**src/sv/mssn_pkg.sv**
```systemverilog
// Package for the seven-segment number scan core.
// Holds sizes, microcode types, the control ROM and the segment table.
// No dependencies.
package mssn_pkg;

    localparam int MAX_DIGITS = 8;
    localparam int NUM_W      = 27;
    localparam int BCD_W      = 4 * MAX_DIGITS;
    localparam int CNT_W      = $clog2(MAX_DIGITS + 1);
    localparam int BITS_W     = $clog2(NUM_W + 1);
    localparam int STEP_W     = 2;

    localparam logic [7:0] SEL_FIRST = 8'hfe;

    typedef logic [STEP_W-1:0] t_step;

    localparam t_step STEP_WAIT  = 2'd0;
    localparam t_step STEP_CONV  = 2'd1;
    localparam t_step STEP_STRIP = 2'd2;
    localparam t_step STEP_EMIT  = 2'd3;

    typedef enum logic [1:0] {
        OP_LOAD  = 2'd0,
        OP_CONV  = 2'd1,
        OP_STRIP = 2'd2,
        OP_EMIT  = 2'd3
    } t_op;

    typedef struct packed {
        t_op   op;
        logic  jump;
        t_step target;
    } t_ctrl;

    typedef struct packed {
        logic hold;
    } t_status;

    function automatic t_ctrl ucode(input t_step step);
        t_ctrl w;
        w = '{op: OP_LOAD, jump: 1'b0, target: STEP_WAIT};
        case (step)
            STEP_WAIT:  w = '{op: OP_LOAD,  jump: 1'b0, target: STEP_WAIT};
            STEP_CONV:  w = '{op: OP_CONV,  jump: 1'b0, target: STEP_WAIT};
            STEP_STRIP: w = '{op: OP_STRIP, jump: 1'b0, target: STEP_WAIT};
            STEP_EMIT:  w = '{op: OP_EMIT,  jump: 1'b1, target: STEP_WAIT};
            default:    w = '{op: OP_LOAD,  jump: 1'b1, target: STEP_WAIT};
        endcase
        return w;
    endfunction

    function automatic logic [7:0] seg_lut(input logic [3:0] d);
        logic [7:0] s;
        case (d)
            4'd0:    s = 8'h3f;
            4'd1:    s = 8'h06;
            4'd2:    s = 8'h5b;
            4'd3:    s = 8'h4f;
            4'd4:    s = 8'h66;
            4'd5:    s = 8'h6d;
            4'd6:    s = 8'h7d;
            4'd7:    s = 8'h07;
            4'd8:    s = 8'h7f;
            4'd9:    s = 8'h6f;
            default: s = 8'h00;
        endcase
        return s;
    endfunction

endpackage

```
**src/sv/mssn_seq.sv**
```systemverilog
// Microcode sequencer: step counter and control ROM.
// Depends on mssn_pkg.
module mssn_seq
    import mssn_pkg::*;
(
    input  logic    i_clk,
    input  logic    i_rst_n,
    input  t_status i_status,
    output t_ctrl   o_ctrl
);

    t_step r_step;
    t_step n_step;

    assign o_ctrl = ucode(r_step);

    always_comb begin
        if (i_status.hold) begin
            n_step = r_step;
        end else if (o_ctrl.jump) begin
            n_step = o_ctrl.target;
        end else begin
            n_step = r_step + t_step'(1);
        end
    end

    always_ff @(posedge i_clk) begin
        if (!i_rst_n) begin
            r_step <= STEP_WAIT;
        end else begin
            r_step <= n_step;
        end
    end

endmodule

```
**src/sv/mssn_datapath.sv**
```systemverilog
// Datapath: shift-add-3 binary to BCD, leading zero strip, digit scan-out.
// Depends on mssn_pkg; driven by the control word of mssn_seq.
module mssn_datapath
    import mssn_pkg::*;
(
    input  logic             i_clk,
    input  logic             i_rst_n,
    input  t_ctrl            i_ctrl,
    output t_status          o_status,
    input  logic             i_in_valid,
    output logic             o_in_ready,
    input  logic [NUM_W-1:0] i_number,
    output logic             o_out_valid,
    input  logic             i_out_ready,
    output logic [7:0]       o_segments,
    output logic [7:0]       o_select,
    output logic [3:0]       o_digit,
    output logic             o_last
);

    logic [NUM_W-1:0]  r_bin,  n_bin;
    logic [BCD_W-1:0]  r_bcd,  n_bcd;
    logic [BITS_W-1:0] r_bits, n_bits;
    logic [CNT_W-1:0]  r_cnt,  n_cnt;
    logic [7:0]        r_sel,  n_sel;
    logic [BCD_W-1:0]  adj;
    logic [3:0]        top;

    assign top         = r_bcd[BCD_W-1 -: 4];
    assign o_in_ready  = (i_ctrl.op == OP_LOAD);
    assign o_out_valid = (i_ctrl.op == OP_EMIT);
    assign o_segments  = seg_lut(top);
    assign o_select    = r_sel;
    assign o_digit     = top;
    assign o_last      = (r_cnt == CNT_W'(1));

    always_comb begin
        for (int i = 0; i < MAX_DIGITS; i++) begin
            adj[4*i +: 4] = (r_bcd[4*i +: 4] >= 4'd5) ? r_bcd[4*i +: 4] + 4'd3
                                                      : r_bcd[4*i +: 4];
        end
    end

    always_comb begin
        n_bin         = r_bin;
        n_bcd         = r_bcd;
        n_bits        = r_bits;
        n_cnt         = r_cnt;
        n_sel         = r_sel;
        o_status.hold = 1'b0;
        case (i_ctrl.op)
            OP_LOAD: begin
                o_status.hold = !i_in_valid;
                if (i_in_valid) begin
                    n_bin  = i_number;
                    n_bcd  = '0;
                    n_bits = BITS_W'(NUM_W);
                    n_cnt  = CNT_W'(MAX_DIGITS);
                    n_sel  = SEL_FIRST;
                end
            end
            OP_CONV: begin
                n_bcd         = {adj[BCD_W-2:0], r_bin[NUM_W-1]};
                n_bin         = {r_bin[NUM_W-2:0], 1'b0};
                n_bits        = r_bits - BITS_W'(1);
                o_status.hold = (r_bits != BITS_W'(1));
            end
            OP_STRIP: begin
                if (top == 4'd0 && r_cnt > CNT_W'(1)) begin
                    n_bcd         = r_bcd << 4;
                    n_cnt         = r_cnt - CNT_W'(1);
                    o_status.hold = 1'b1;
                end
            end
            OP_EMIT: begin
                o_status.hold = !(i_out_ready && o_last);
                if (i_out_ready) begin
                    n_bcd = r_bcd << 4;
                    n_cnt = r_cnt - CNT_W'(1);
                    n_sel = {r_sel[6:0], r_sel[7]};
                end
            end
            default: begin
                o_status.hold = 1'b0;
            end
        endcase
    end

    always_ff @(posedge i_clk) begin
        r_bin  <= n_bin;
        r_bcd  <= n_bcd;
        r_bits <= n_bits;
        r_cnt  <= n_cnt;
        r_sel  <= n_sel;
    end

    a_digit_range: assert property (@(posedge i_clk) disable iff (!i_rst_n)
        o_out_valid |-> top <= 4'd9)
        else $error("scanned digit out of range");

    a_cnt_nonzero: assert property (@(posedge i_clk) disable iff (!i_rst_n)
        o_out_valid |-> r_cnt != '0)
        else $error("digit count underflow");

endmodule

```
**src/sv/multiplexed_seven_segment_number_scan_core.sv**
```systemverilog
// Multiplexed seven-segment number scan, top level.
// Depends on mssn_pkg, mssn_seq and mssn_datapath.
//
// Usage:
//   s_axis takes one word: the number to show (bits [26:0]).
//   m_axis gives one word per significant decimal digit, most significant
//   first, no leading zeros (zero shows one 0). tlast marks the final digit.
//   The select starts at 0xfe and rotates left once per digit.
//   Values of 10^8 or more keep their low eight decimal digits.
// Timing:
//   One number at a time. After acceptance, the shift-add-3 conversion runs
//   over all 27 input bits, then the strip step drops each leading zero, then
//   one digit per cycle while m_axis_tready is high. After the last digit is
//   taken the sequencer returns to the wait step for the next number.
//   s_axis_tready is high only in the wait step.
// Stalls: a digit holds on m_axis until taken; nothing is dropped.
// Reset: synchronous, active low; the sequencer returns to the wait step.
module multiplexed_seven_segment_number_scan_core
    import mssn_pkg::*;
(
    input  logic        i_clk,
    input  logic        i_rst_n,
    input  logic        s_axis_tvalid,
    output logic        s_axis_tready,
    input  logic [31:0] s_axis_tdata,   // [26:0] number_value, [31:27] zero
    output logic        m_axis_tvalid,
    input  logic        m_axis_tready,
    output logic [23:0] m_axis_tdata,   // [7:0] segments, [15:8] digit_select,
                                        // [19:16] digit_value, [23:20] zero
    output logic        m_axis_tlast
);

    t_ctrl      ctrl;
    t_status    status;
    logic [7:0] segments;
    logic [7:0] select;
    logic [3:0] digit;

    mssn_seq u_seq (
        .i_clk    (i_clk),
        .i_rst_n  (i_rst_n),
        .i_status (status),
        .o_ctrl   (ctrl)
    );

    mssn_datapath u_dp (
        .i_clk       (i_clk),
        .i_rst_n     (i_rst_n),
        .i_ctrl      (ctrl),
        .o_status    (status),
        .i_in_valid  (s_axis_tvalid),
        .o_in_ready  (s_axis_tready),
        .i_number    (s_axis_tdata[NUM_W-1:0]),
        .o_out_valid (m_axis_tvalid),
        .i_out_ready (m_axis_tready),
        .o_segments  (segments),
        .o_select    (select),
        .o_digit     (digit),
        .o_last      (m_axis_tlast)
    );

    assign m_axis_tdata = {4'd0, digit, select, segments};

    a_one_side: assert property (@(posedge i_clk) disable iff (!i_rst_n)
        !(s_axis_tready && m_axis_tvalid))
        else $error("input and output active together");

    a_busy_after_load: assert property (@(posedge i_clk) disable iff (!i_rst_n)
        (s_axis_tvalid && s_axis_tready) |=> !s_axis_tready)
        else $error("took a second number while busy");

    a_idle_after_last: assert property (@(posedge i_clk) disable iff (!i_rst_n)
        (m_axis_tvalid && m_axis_tready && m_axis_tlast) |=> s_axis_tready)
        else $error("not back in wait after last digit");

    a_first_select: assert property (@(posedge i_clk) disable iff (!i_rst_n)
        (m_axis_tvalid && !$past(m_axis_tvalid)) |-> m_axis_tdata[15:8] == SEL_FIRST)
        else $error("first digit select wrong");

endmodule

```
**config.mk**
```make
export PLATFORM = sky130hd
export DESIGN_NAME = multiplexed_seven_segment_number_scan_core
export DESIGN_NICKNAME = d
export VERILOG_FILES = /design/src/sv/mssn_pkg.sv /design/src/sv/mssn_seq.sv /design/src/sv/mssn_datapath.sv /design/src/sv/multiplexed_seven_segment_number_scan_core.sv
export SDC_FILE = /design/constraint.sdc
export NUM_CORES = 1
export LEC_CHECK = 0
export BUFFER_PORTS_ARGS = -buffer_cell sky130_fd_sc_hd__buf_2
export CAP_MARGIN = 20
export CORE_MARGIN = 4
export CORE_UTILIZATION = 35
export DETAILED_ROUTE_END_ITERATION = 12
export PLACE_DENSITY = 0.6
export SYNTH_ARGS = -nofsm -noshare
export SYNTH_HDL_FRONTEND = slang
export SYNTH_HIERARCHICAL = 1
export SYNTH_SLANG_ARGS = --single-unit
```
**constraint.sdc**
```tcl
create_clock -name i_clk -period 3.24 [get_ports i_clk]
set_clock_uncertainty 0.2 [all_clocks]
set_input_delay 0.648 -clock i_clk [delete_from_list [all_inputs] [get_ports i_clk]]
set_output_delay 0.648 -clock i_clk [all_outputs]
set_load 0.1 [all_outputs]
```
After elaboration in Yosys (flattened, before gate mapping)
Memory sizes are Yosys's and may differ from the RTL's. A register that Yosys moved wholly into a read port is not among the register bits.
Index checks and enable logic that the tools add are counted.
- memories: 1
- input port bits: 36
- logic and storage cells: 80
- ROM bits: 112
- output and inout bits: 27
- bits in registers: 78
- memory list (name ; words ; bits a word ; read ports ; clocked after memory_dff ; write ports ; RTL line ; RTL):
    (no name shown) ; 16 ; 7 ; 1 ; 1 ; 0 ; mssn_pkg.sv:54 ; case (d)
- equal/unequal tests: 11
- add/sub/neg operators: 11
- magnitude comparators: 9
- muxes and demuxes: 28
- reduce and logical (&&, ||, !) cells: 14
- operator list (cell ; number):
    $pmux W32 S4 ; 1
    $mux W32 ; 3
    $pmux W27 S2 ; 1
    $mux W4 ; 11
    $ge A4 B3 Y1 const B ; 8
    $add A4 B2 Y4 const B ; 7
    $mux W27 ; 1
    $pmux W5 S4 ; 1
    $mux W8 ; 2
    $pmux W8 S2 ; 1
    $pmux W4 S3 ; 1
    $pmux W5 S2 ; 1
    $eq A2 B2 Y1 const B ; 4
    $reduce_and A3 Y1 ; 2
    $mux W5 ; 1
    $ne A5 B1 Y1 const B ; 1
    $sub A5 B1 Y5 const B ; 1
    $eq A2 B1 Y1 const B ; 2
    $eq A4 B1 Y1 const B ; 1
    $gt A4 B1 Y1 const B ; 1
    $logic_not A2 Y1 ; 2
    $logic_not A4 Y1 ; 1
    $ne A2 B1 Y1 const B ; 2
    $pmux W1 S4 ; 1
    13 further kinds ; 16

Logic depth before layout (Yosys ltp)
Gate-level depths: netlist of the first run.
- depth in word-level cells: 6
- gate-level depth with buffers: 18
- gate-level depth less buffers: 17

Modules after synthesis
The synthesis of the first run kept the hierarchy.
- by module, submodules not included (module ; cells each ; sequential area each (um^2) ; instances ; area each (um^2)):
    mssn_datapath ; 414 ; 2422.3 ; 1 ; 4690.7
    mssn_seq ; 19 ; 40.0 ; 1 ; 163.9
    multiplexed_seven_segment_number_scan_core ; 5 ; 0.0 ; 1 ; 33.8

Least setup slack after synthesis of the first run
OpenSTA, ideal clock, no wires.
- path kind: register -> register
- start: reg u_dp.r_cnt[1]
- end: reg u_seq.r_step[0]
- period minus slack after synthesis: 4081 ps
- stages on the path, launching flop included: 8
- path slack: -841 ps
- arrival time: 3811 ps
- data required time: 2970 ps
- path buffers: 0
- setup time: 70 ps
- cells stage by stage: edfxtp_1 -> inv_1 -> ha_1 -> nor3b_1 -> a21oi_1 -> o21a_1 -> or3_1 -> a21boi_1
- longest elaborated chain between the ends: 4
- elaborated cells on any way between the ends: 7
- those cells by class: order compare (1); eq/ne (1); mux (2); reduce/logical (3)
- RTL lines (what ; RTL line ; RTL):
    start: declaration ; mssn_datapath.sv:24 ; logic [CNT_W-1:0] r_cnt, n_cnt;
    start signal: assignment ; mssn_datapath.sv:93 ; r_cnt <= n_cnt;
    $eq A4 B1 Y1 ; mssn_datapath.sv:35 ; assign o_last = (r_cnt == CNT_W'(1));
    named net m_axis_tlast ; multiplexed_seven_segment_number_scan_core.sv:30 ; output logic m_axis_tlast
    $logic_and A1 B1 Y1 ; mssn_datapath.sv:76 ; o_status.hold = !(i_out_ready && o_last);
    $logic_not A1 Y1 ; mssn_datapath.sv:76 ;
    $pmux W1 S4 ; mssn_datapath.sv:51 ; case (i_ctrl.op)
    named net status ; multiplexed_seven_segment_number_scan_core.sv:34 ; t_status status;
    end signal: assignment ; mssn_seq.sv:31 ; r_step <= n_step;
    end: declaration ; mssn_seq.sv:12 ; t_step r_step;
The timed path passes the listed nets, and every way through them passes these cells.
A chain may end at the register's enable or synchronous reset.

==> results of run 1 <==
==> power by group <==
group          total [uW]  switching (uW)  leakage (uW)  internal, uW
logic                2970            1970       0.00119           994
clock network         963             440      0.000134           522
registers            2150             345      0.000803          1810
==> metrics by stage <==
step | worst slack [ns] | instances | hold slack, ns
6_report | 0.272 | 673 | 0.296
3_3_place_gp | 0.178 | 653 | 0.296
3_5_place_dp | 0.116 | 653 | 0.314
2_1_floorplan | 0.00665 | 438 | 0.280
5_1_grt | 0.0238 | 673 | 0.334
4_1_cts | 0.0741 | 669 | 0.312
==> cell usage in the layout, fill, tap and decap left out, types with 3 or more instances in the layout <==
master	n
edfxtp_1	76
buf_2	52
nand2_1	38
a21oi_1	31
ha_1	31
inv_1	27
o21ai_0	27
mux2_2	26
nor2_1	25
buf_4	11
nand2b_1	10
xnor2_1	10
clkbuf_16	9
nor2b_1	9
a22oi_1	9
dfxtp_1	8
nor3b_1	6
conb_1	5
o32ai_1	5
and2_1	4
nor3_1	4
o21ai_1	4
or2b_1	4
inv_6	3
nor2_2	3
inv_2	3
and3_1	3
o22ai_1	3
==> worst max path at each step <==
stage	end
floorplan	u_dp/o_segments[5]
global placement	u_dp/o_segments[3]
detailed placement	u_dp/o_segments[0]
CTS	u_dp/o_segments[0]
global route	u_dp/o_segments[3]
finish	u_dp/o_segments[5]
==> routing by layer <==
metal / share of wire (%) / up-vias
met4: 1.6 / 0
li1: - / 1659
met3: 6.7 / 12
met2: 45 / 76
met5: 0 / -
met1: 46 / 1574
==> repair_timing <==
| action | in CTS | in global routing |
|---|---|---|
| gates resized for setup | 0 | 8 |
| setup buffers | 0 | 4 |
| setup endpoints to repair | 0 | 7 |
==> sequential cells by signal (all words and copies together) (netlist names) <==
name / cells
u_seq/r_step: 2
u_dp/r_bits: 5
u_dp/r_cnt: 4
u_dp/o_segments: 7
u_dp/r_bcd: 32
u_dp/o_select: 8
u_dp/r_bin: 27
==> worst max-delay path, stage by stage, from the launching register on <==
cell and delay [ns]:
dfxtp_2 0.36, inv_1 0.06, ha_1 0.18, or2_2 0.33
inv_2 0.10, ha_1 0.18, nand2_1 0.09, a2111oi_4 0.33
a31o_1 0.18, o21ai_2 0.11, and2_4 0.20, ha_1 0.17
inv_1 0.06, nor3_1 0.05, a31oi_1 0.15, o22ai_1 0.09
==> cell type report <==
cell class / count / area [um2]
flip-flops and latches: 85 / 2460
clock buffers: 9 / 225
multi-input cells: 300 / 2240
inverters: 32 / 125
repair buffers: 64 / 354
fillers: 1324 / 7780
well taps: 176 / 220
clock inverters: 7 / 47.5
==> impl_metrics.toml, run 1 <==
[run_status]
status = "finished, final reports clean"

[sta]
post-route-period-util_pct = 91.6
rsz0062_at_grt = "no"
worstMarginPinSlew_ns = 0.823
setup-tns-final_ns = 0
fmax_mhz = 337
min_period_ns = 2.97
slew_headroom_pct = 45.1
report.final.hold_viol_count = 0
setup_viol = 0
drv_slew = 0

[floorplan]
die_w_um = 126
pin_count = 63
die_area_um2 = 15900
start_util_pct = 36.2
core_area_um2 = 13500
fp-row-count = 42
die_y_um = 126

[critical_path]
rr_worst_depth = 15
reg2reg_from = "u_seq/r_step[0]"
required_ns = 3.25
end_kind = "flop"
cp-startpoint = "u_seq/r_step[0]"
crit_path_start_kind = "flop"
ff2ff_setup_slack_ns = 0.27
critical_path_class = "flop to flop"
cp.arrival_ns = 2.98
path_max_fanout = 5
timing.rr.end = "u_dp/o_segments[5]"

[routing]
drtIter0Drc = 139
drtAntennaViolNets = 0
avgViaCountPerCell = 4.93
num_vias = 3321
dr.pass1.iters = 4
drc_errors = 0
wl_per_cell_um = 13.6
drt-total-wl_um = 9160

[global_routing]
grt_pass1_wl_um = 15700
grt_pass1_vias = 3303
busiest_layer = "met2"
track_usage_pct = 12.1
grt_max_degree = 38
met1_usage_pct = 15.6
met2_usage_pct = 18.8
globalRouteMet3Util_pct = 4.19
antenna_found_initial = 0
grt_overflow = 0

[finish]
area_growth_pct = 16.5
num_antenna_cells = 0
layout.nets = 562
fin_area_um2 = 5670
fin_util_pct = 42.2
layout-drive-gt1-share_pct = 27.2

[clocking]
ctsHoldBuffers = 0
numClockSinks = 85
cts_max_level = 3
numCtsBuffers = 9
clockBufferDepth = 2
cts_root_buf = "clkbuf_16"
clk_latency_ns = 0.34
clk_pin_slew_ns = 0.07
cts_tree = "done"

[yosys]
avgSynthCellArea_um2 = 11.2
synth_warnings = 6
netlist_area_um2 = 4870
netlist_instances = 435

[placement]
port_buffers = 52
dp_hpwl_um = 6340
gp_congestion = 0.805
placedInstanceArea_um2 = 5340

[power_and_ir_drop]
p_per_area_nw_per_um2 = 1070
p_total_uw = 6080
max-vdd-ir-drop_mv = 0.470
power.leakage_uw = 0.00212

[min_path]
hold_path_end = "u_seq/r_step[0]"
min_path_cells = 2
holdCritPathClass = "flop to flop"
min_from = "u_seq/r_step[0]"

[job]
drv_cap = 0
No activity file was read; power rests on OpenSTA's default activity.
==> run 2: changes to the inputs <==
--- a/config.mk
+++ b/config.mk
@@ -7,10 +7,12 @@
 export LEC_CHECK = 0
 export BUFFER_PORTS_ARGS = -buffer_cell sky130_fd_sc_hd__buf_2
 export CAP_MARGIN = 20
+export CORE_ASPECT_RATIO = 1.4
 export CORE_MARGIN = 4
 export CORE_UTILIZATION = 35
 export DETAILED_ROUTE_END_ITERATION = 12
 export PLACE_DENSITY = 0.6
+export RECOVER_POWER = 50
 export SYNTH_ARGS = -nofsm -noshare
 export SYNTH_HDL_FRONTEND = slang
 export SYNTH_HIERARCHICAL = 1
==> impl_metrics.toml, run 2 (same netlist as run 1, synthesis figures left out) <==
[critical_path]
path_max_fanout = 5
path_cells = "inv_1 -> ha_1 -> or2_2 -> inv_2 -> ha_1 -> nand2_1 -> a2111oi_4 -> a31o_1 -> o21ai_4 -> and2_4 -> ha_1 -> nor3_1 -> a31oi_1 -> o22ai_1"
cp.arrival_ns = 3.06
rr_worst_depth = 14
path_common_cell = "ha_1"
required_ns = 3.30
crit_path_start_kind = "flop"
ff2ff_setup_slack_ns = 0.24
timing.rr.end = "u_dp/o_segments[3]"
reg2reg_from = "u_seq/r_step[0]"
crit_slowest_cell = "dfxtp_2"
cp_num_buf_inv = 2
cp-startpoint = "u_seq/r_step[0]"
slowest_delay_ns = 0.36
end_kind = "flop"
critical_path_class = "flop to flop"
critPathTopFamily = "compound AO/OA/AOI/OAI gates"

[global_routing]
grt_pass1_vias = 3459
grt_pass1_wl_um = 15700
grt_overflow = 0
grt_max_degree = 38
antenna_found_initial = 0
track_usage_pct = 12.0

[finish]
layout-drive-gt1-share_pct = 22.0
area_growth_pct = 16.6
largest_reg_flops = 32
layout.nets = 561
regArea_um2 = 2460
num_antenna_cells = 0
final_common_cell = "edfxtp_1"
largest-register = "u_dp/r_bcd"
fillers = 1326
layout.cells.non_filler = 678
final_cell_mix = "edfxtp_1, nand2_1, buf_2, ha_1, a21oi_1"
multi_input_area_um2 = 2250
fin_util_pct = 42.0

[placement]
place_inst = 660
gp_congestion = 0.770
dp_hpwl_um = 6440
port_buffers = 52
detailedPlace.worstSlack_ns = 0.107

[power_and_ir_drop]
max-vdd-ir-drop_mv = 0.431
power.leakage_uw = 0.00208
p_per_area_nw_per_um2 = 1090

[floorplan]
die_area_um2 = 15900
die_w_um = 108
start_util_pct = 36.0
fp-row-count = 50
core_area_um2 = 13500
die_y_um = 148
pin_count = 63

[sta]
report.final.hold_viol_count = 0
setup_viol = 0
post-route-period-util_pct = 92.6
worstMarginPinSlew_ns = 1.19
min_period_ns = 3.00
fin_ws_ns = 0.240
drv_slew = 0
hold_slack_ns = 0.296
slew_headroom_pct = 21.2
setup-tns-final_ns = 0
fmax_mhz = 333

[clocking]
cts_max_level = 3
cts_tree = "done"
cts_root_buf = "clkbuf_16"
clockBufferDepth = 2
clk_pin_slew_ns = 0.06
numClockSinks = 85
clk_latency_ns = 0.34
numCtsBuffers = 9

[routing]
drtAntennaViolNets = 0
drt-total-wl_um = 9060
drc_errors = 0
dr.pass1.iters = 4
avgViaCountPerCell = 4.92
wl_per_cell_um = 13.4
num_vias = 3338
drtIter0Drc = 146

[min_path]
holdCritPathClass = "flop to flop"
min_from = "u_seq/r_step[0]"
hold_path_end = "u_seq/r_step[0]"
min_path_cells = 2

[run_status]
status = "finished, final reports clean"

[job]
drv_cap = 0
## run 2: cell types whose count changed in the layout (fill, tap and decap cells not counted), moves of 2 or more
| cell | delta |
|---|---|
| inv_6 | -3 |
| buf_2 | -20 |
| buf_4 | -4 |
| bufinv_16 | +2 |
| clkbuf_1 | +25 |
## run 2: metrics by stage
step / cell area, um2 / power, uW
finish: 5680 / 6180
global route: 5680 / 6650
CTS: 5670 / 6210
detailed placement: 5360 / 5100
global placement: 5360 / 5010
floorplan: 4930 / 4530
## run 2: how the worst max path moves through the flow
stage                    endpoint  slack, ns  cells past startpoint
3_5_place_dp   u_dp/o_segments[3]       0.11                     14
6_report       u_dp/o_segments[3]       0.24                     14
5_1_grt        u_dp/o_segments[3]     -0.009                     14
4_1_cts        u_dp/o_segments[3]       0.08                     14
2_1_floorplan  u_dp/o_segments[5]      0.007                     17
3_3_place_gp   u_dp/o_segments[5]       0.23                     15
## run 2: worst reg2reg max path, cell delays in order, from the launching register on
cell       delay, ns
dfxtp_2         0.36
inv_1           0.07
ha_1            0.19
or2_2           0.33
inv_2           0.09
ha_1            0.17
nand2_1         0.09
a2111oi_4       0.31
a31o_1          0.21
o21ai_4         0.10
and2_4          0.19
ha_1            0.18
nor3_1          0.20
a31oi_1         0.09
o22ai_1         0.15
## run 2: area by class of cell
cell class	count	area share, %
repair buffers	63	5.36
multi-input cells	300	39.6
clock buffers	11	4.10
flip-flops and latches	85	43.4
clock inverters	5	1.37
well taps	182	4.01
inverters	32	2.20
## run 2: power breakdown
part	leakage [uW]	total, uW	switching [uW]	internal, uW
registers	0.000803	2150	340	1810
clock network	0.000150	1080	407	673
logic	0.00112	2960	1990	962
## run 2: layer usage
| metal | up-vias | wire [um] | global-route usage (%) |
|---|---|---|---|
| met1 | 1605 | 3900 | 14.0 |
| met4 | 0 | 115 | 4.36 |
| met3 | 10 | 478 | 3.45 |
| met5 | - | 0 | 0 |
| met2 | 64 | 4560 | 20.7 |
| li1 | 1659 | - | - |
## run 2: repair_timing
| item | CTS | global route |
|---|---|---|
| setup endpoints to repair | 0 | 7 |
| gates resized for setup | 0 | 8 |
| endpoints found under the hold margin | 0 | 0 |
| buffers inserted | 0 | 2 |
| hold buffers | 0 | 0 |
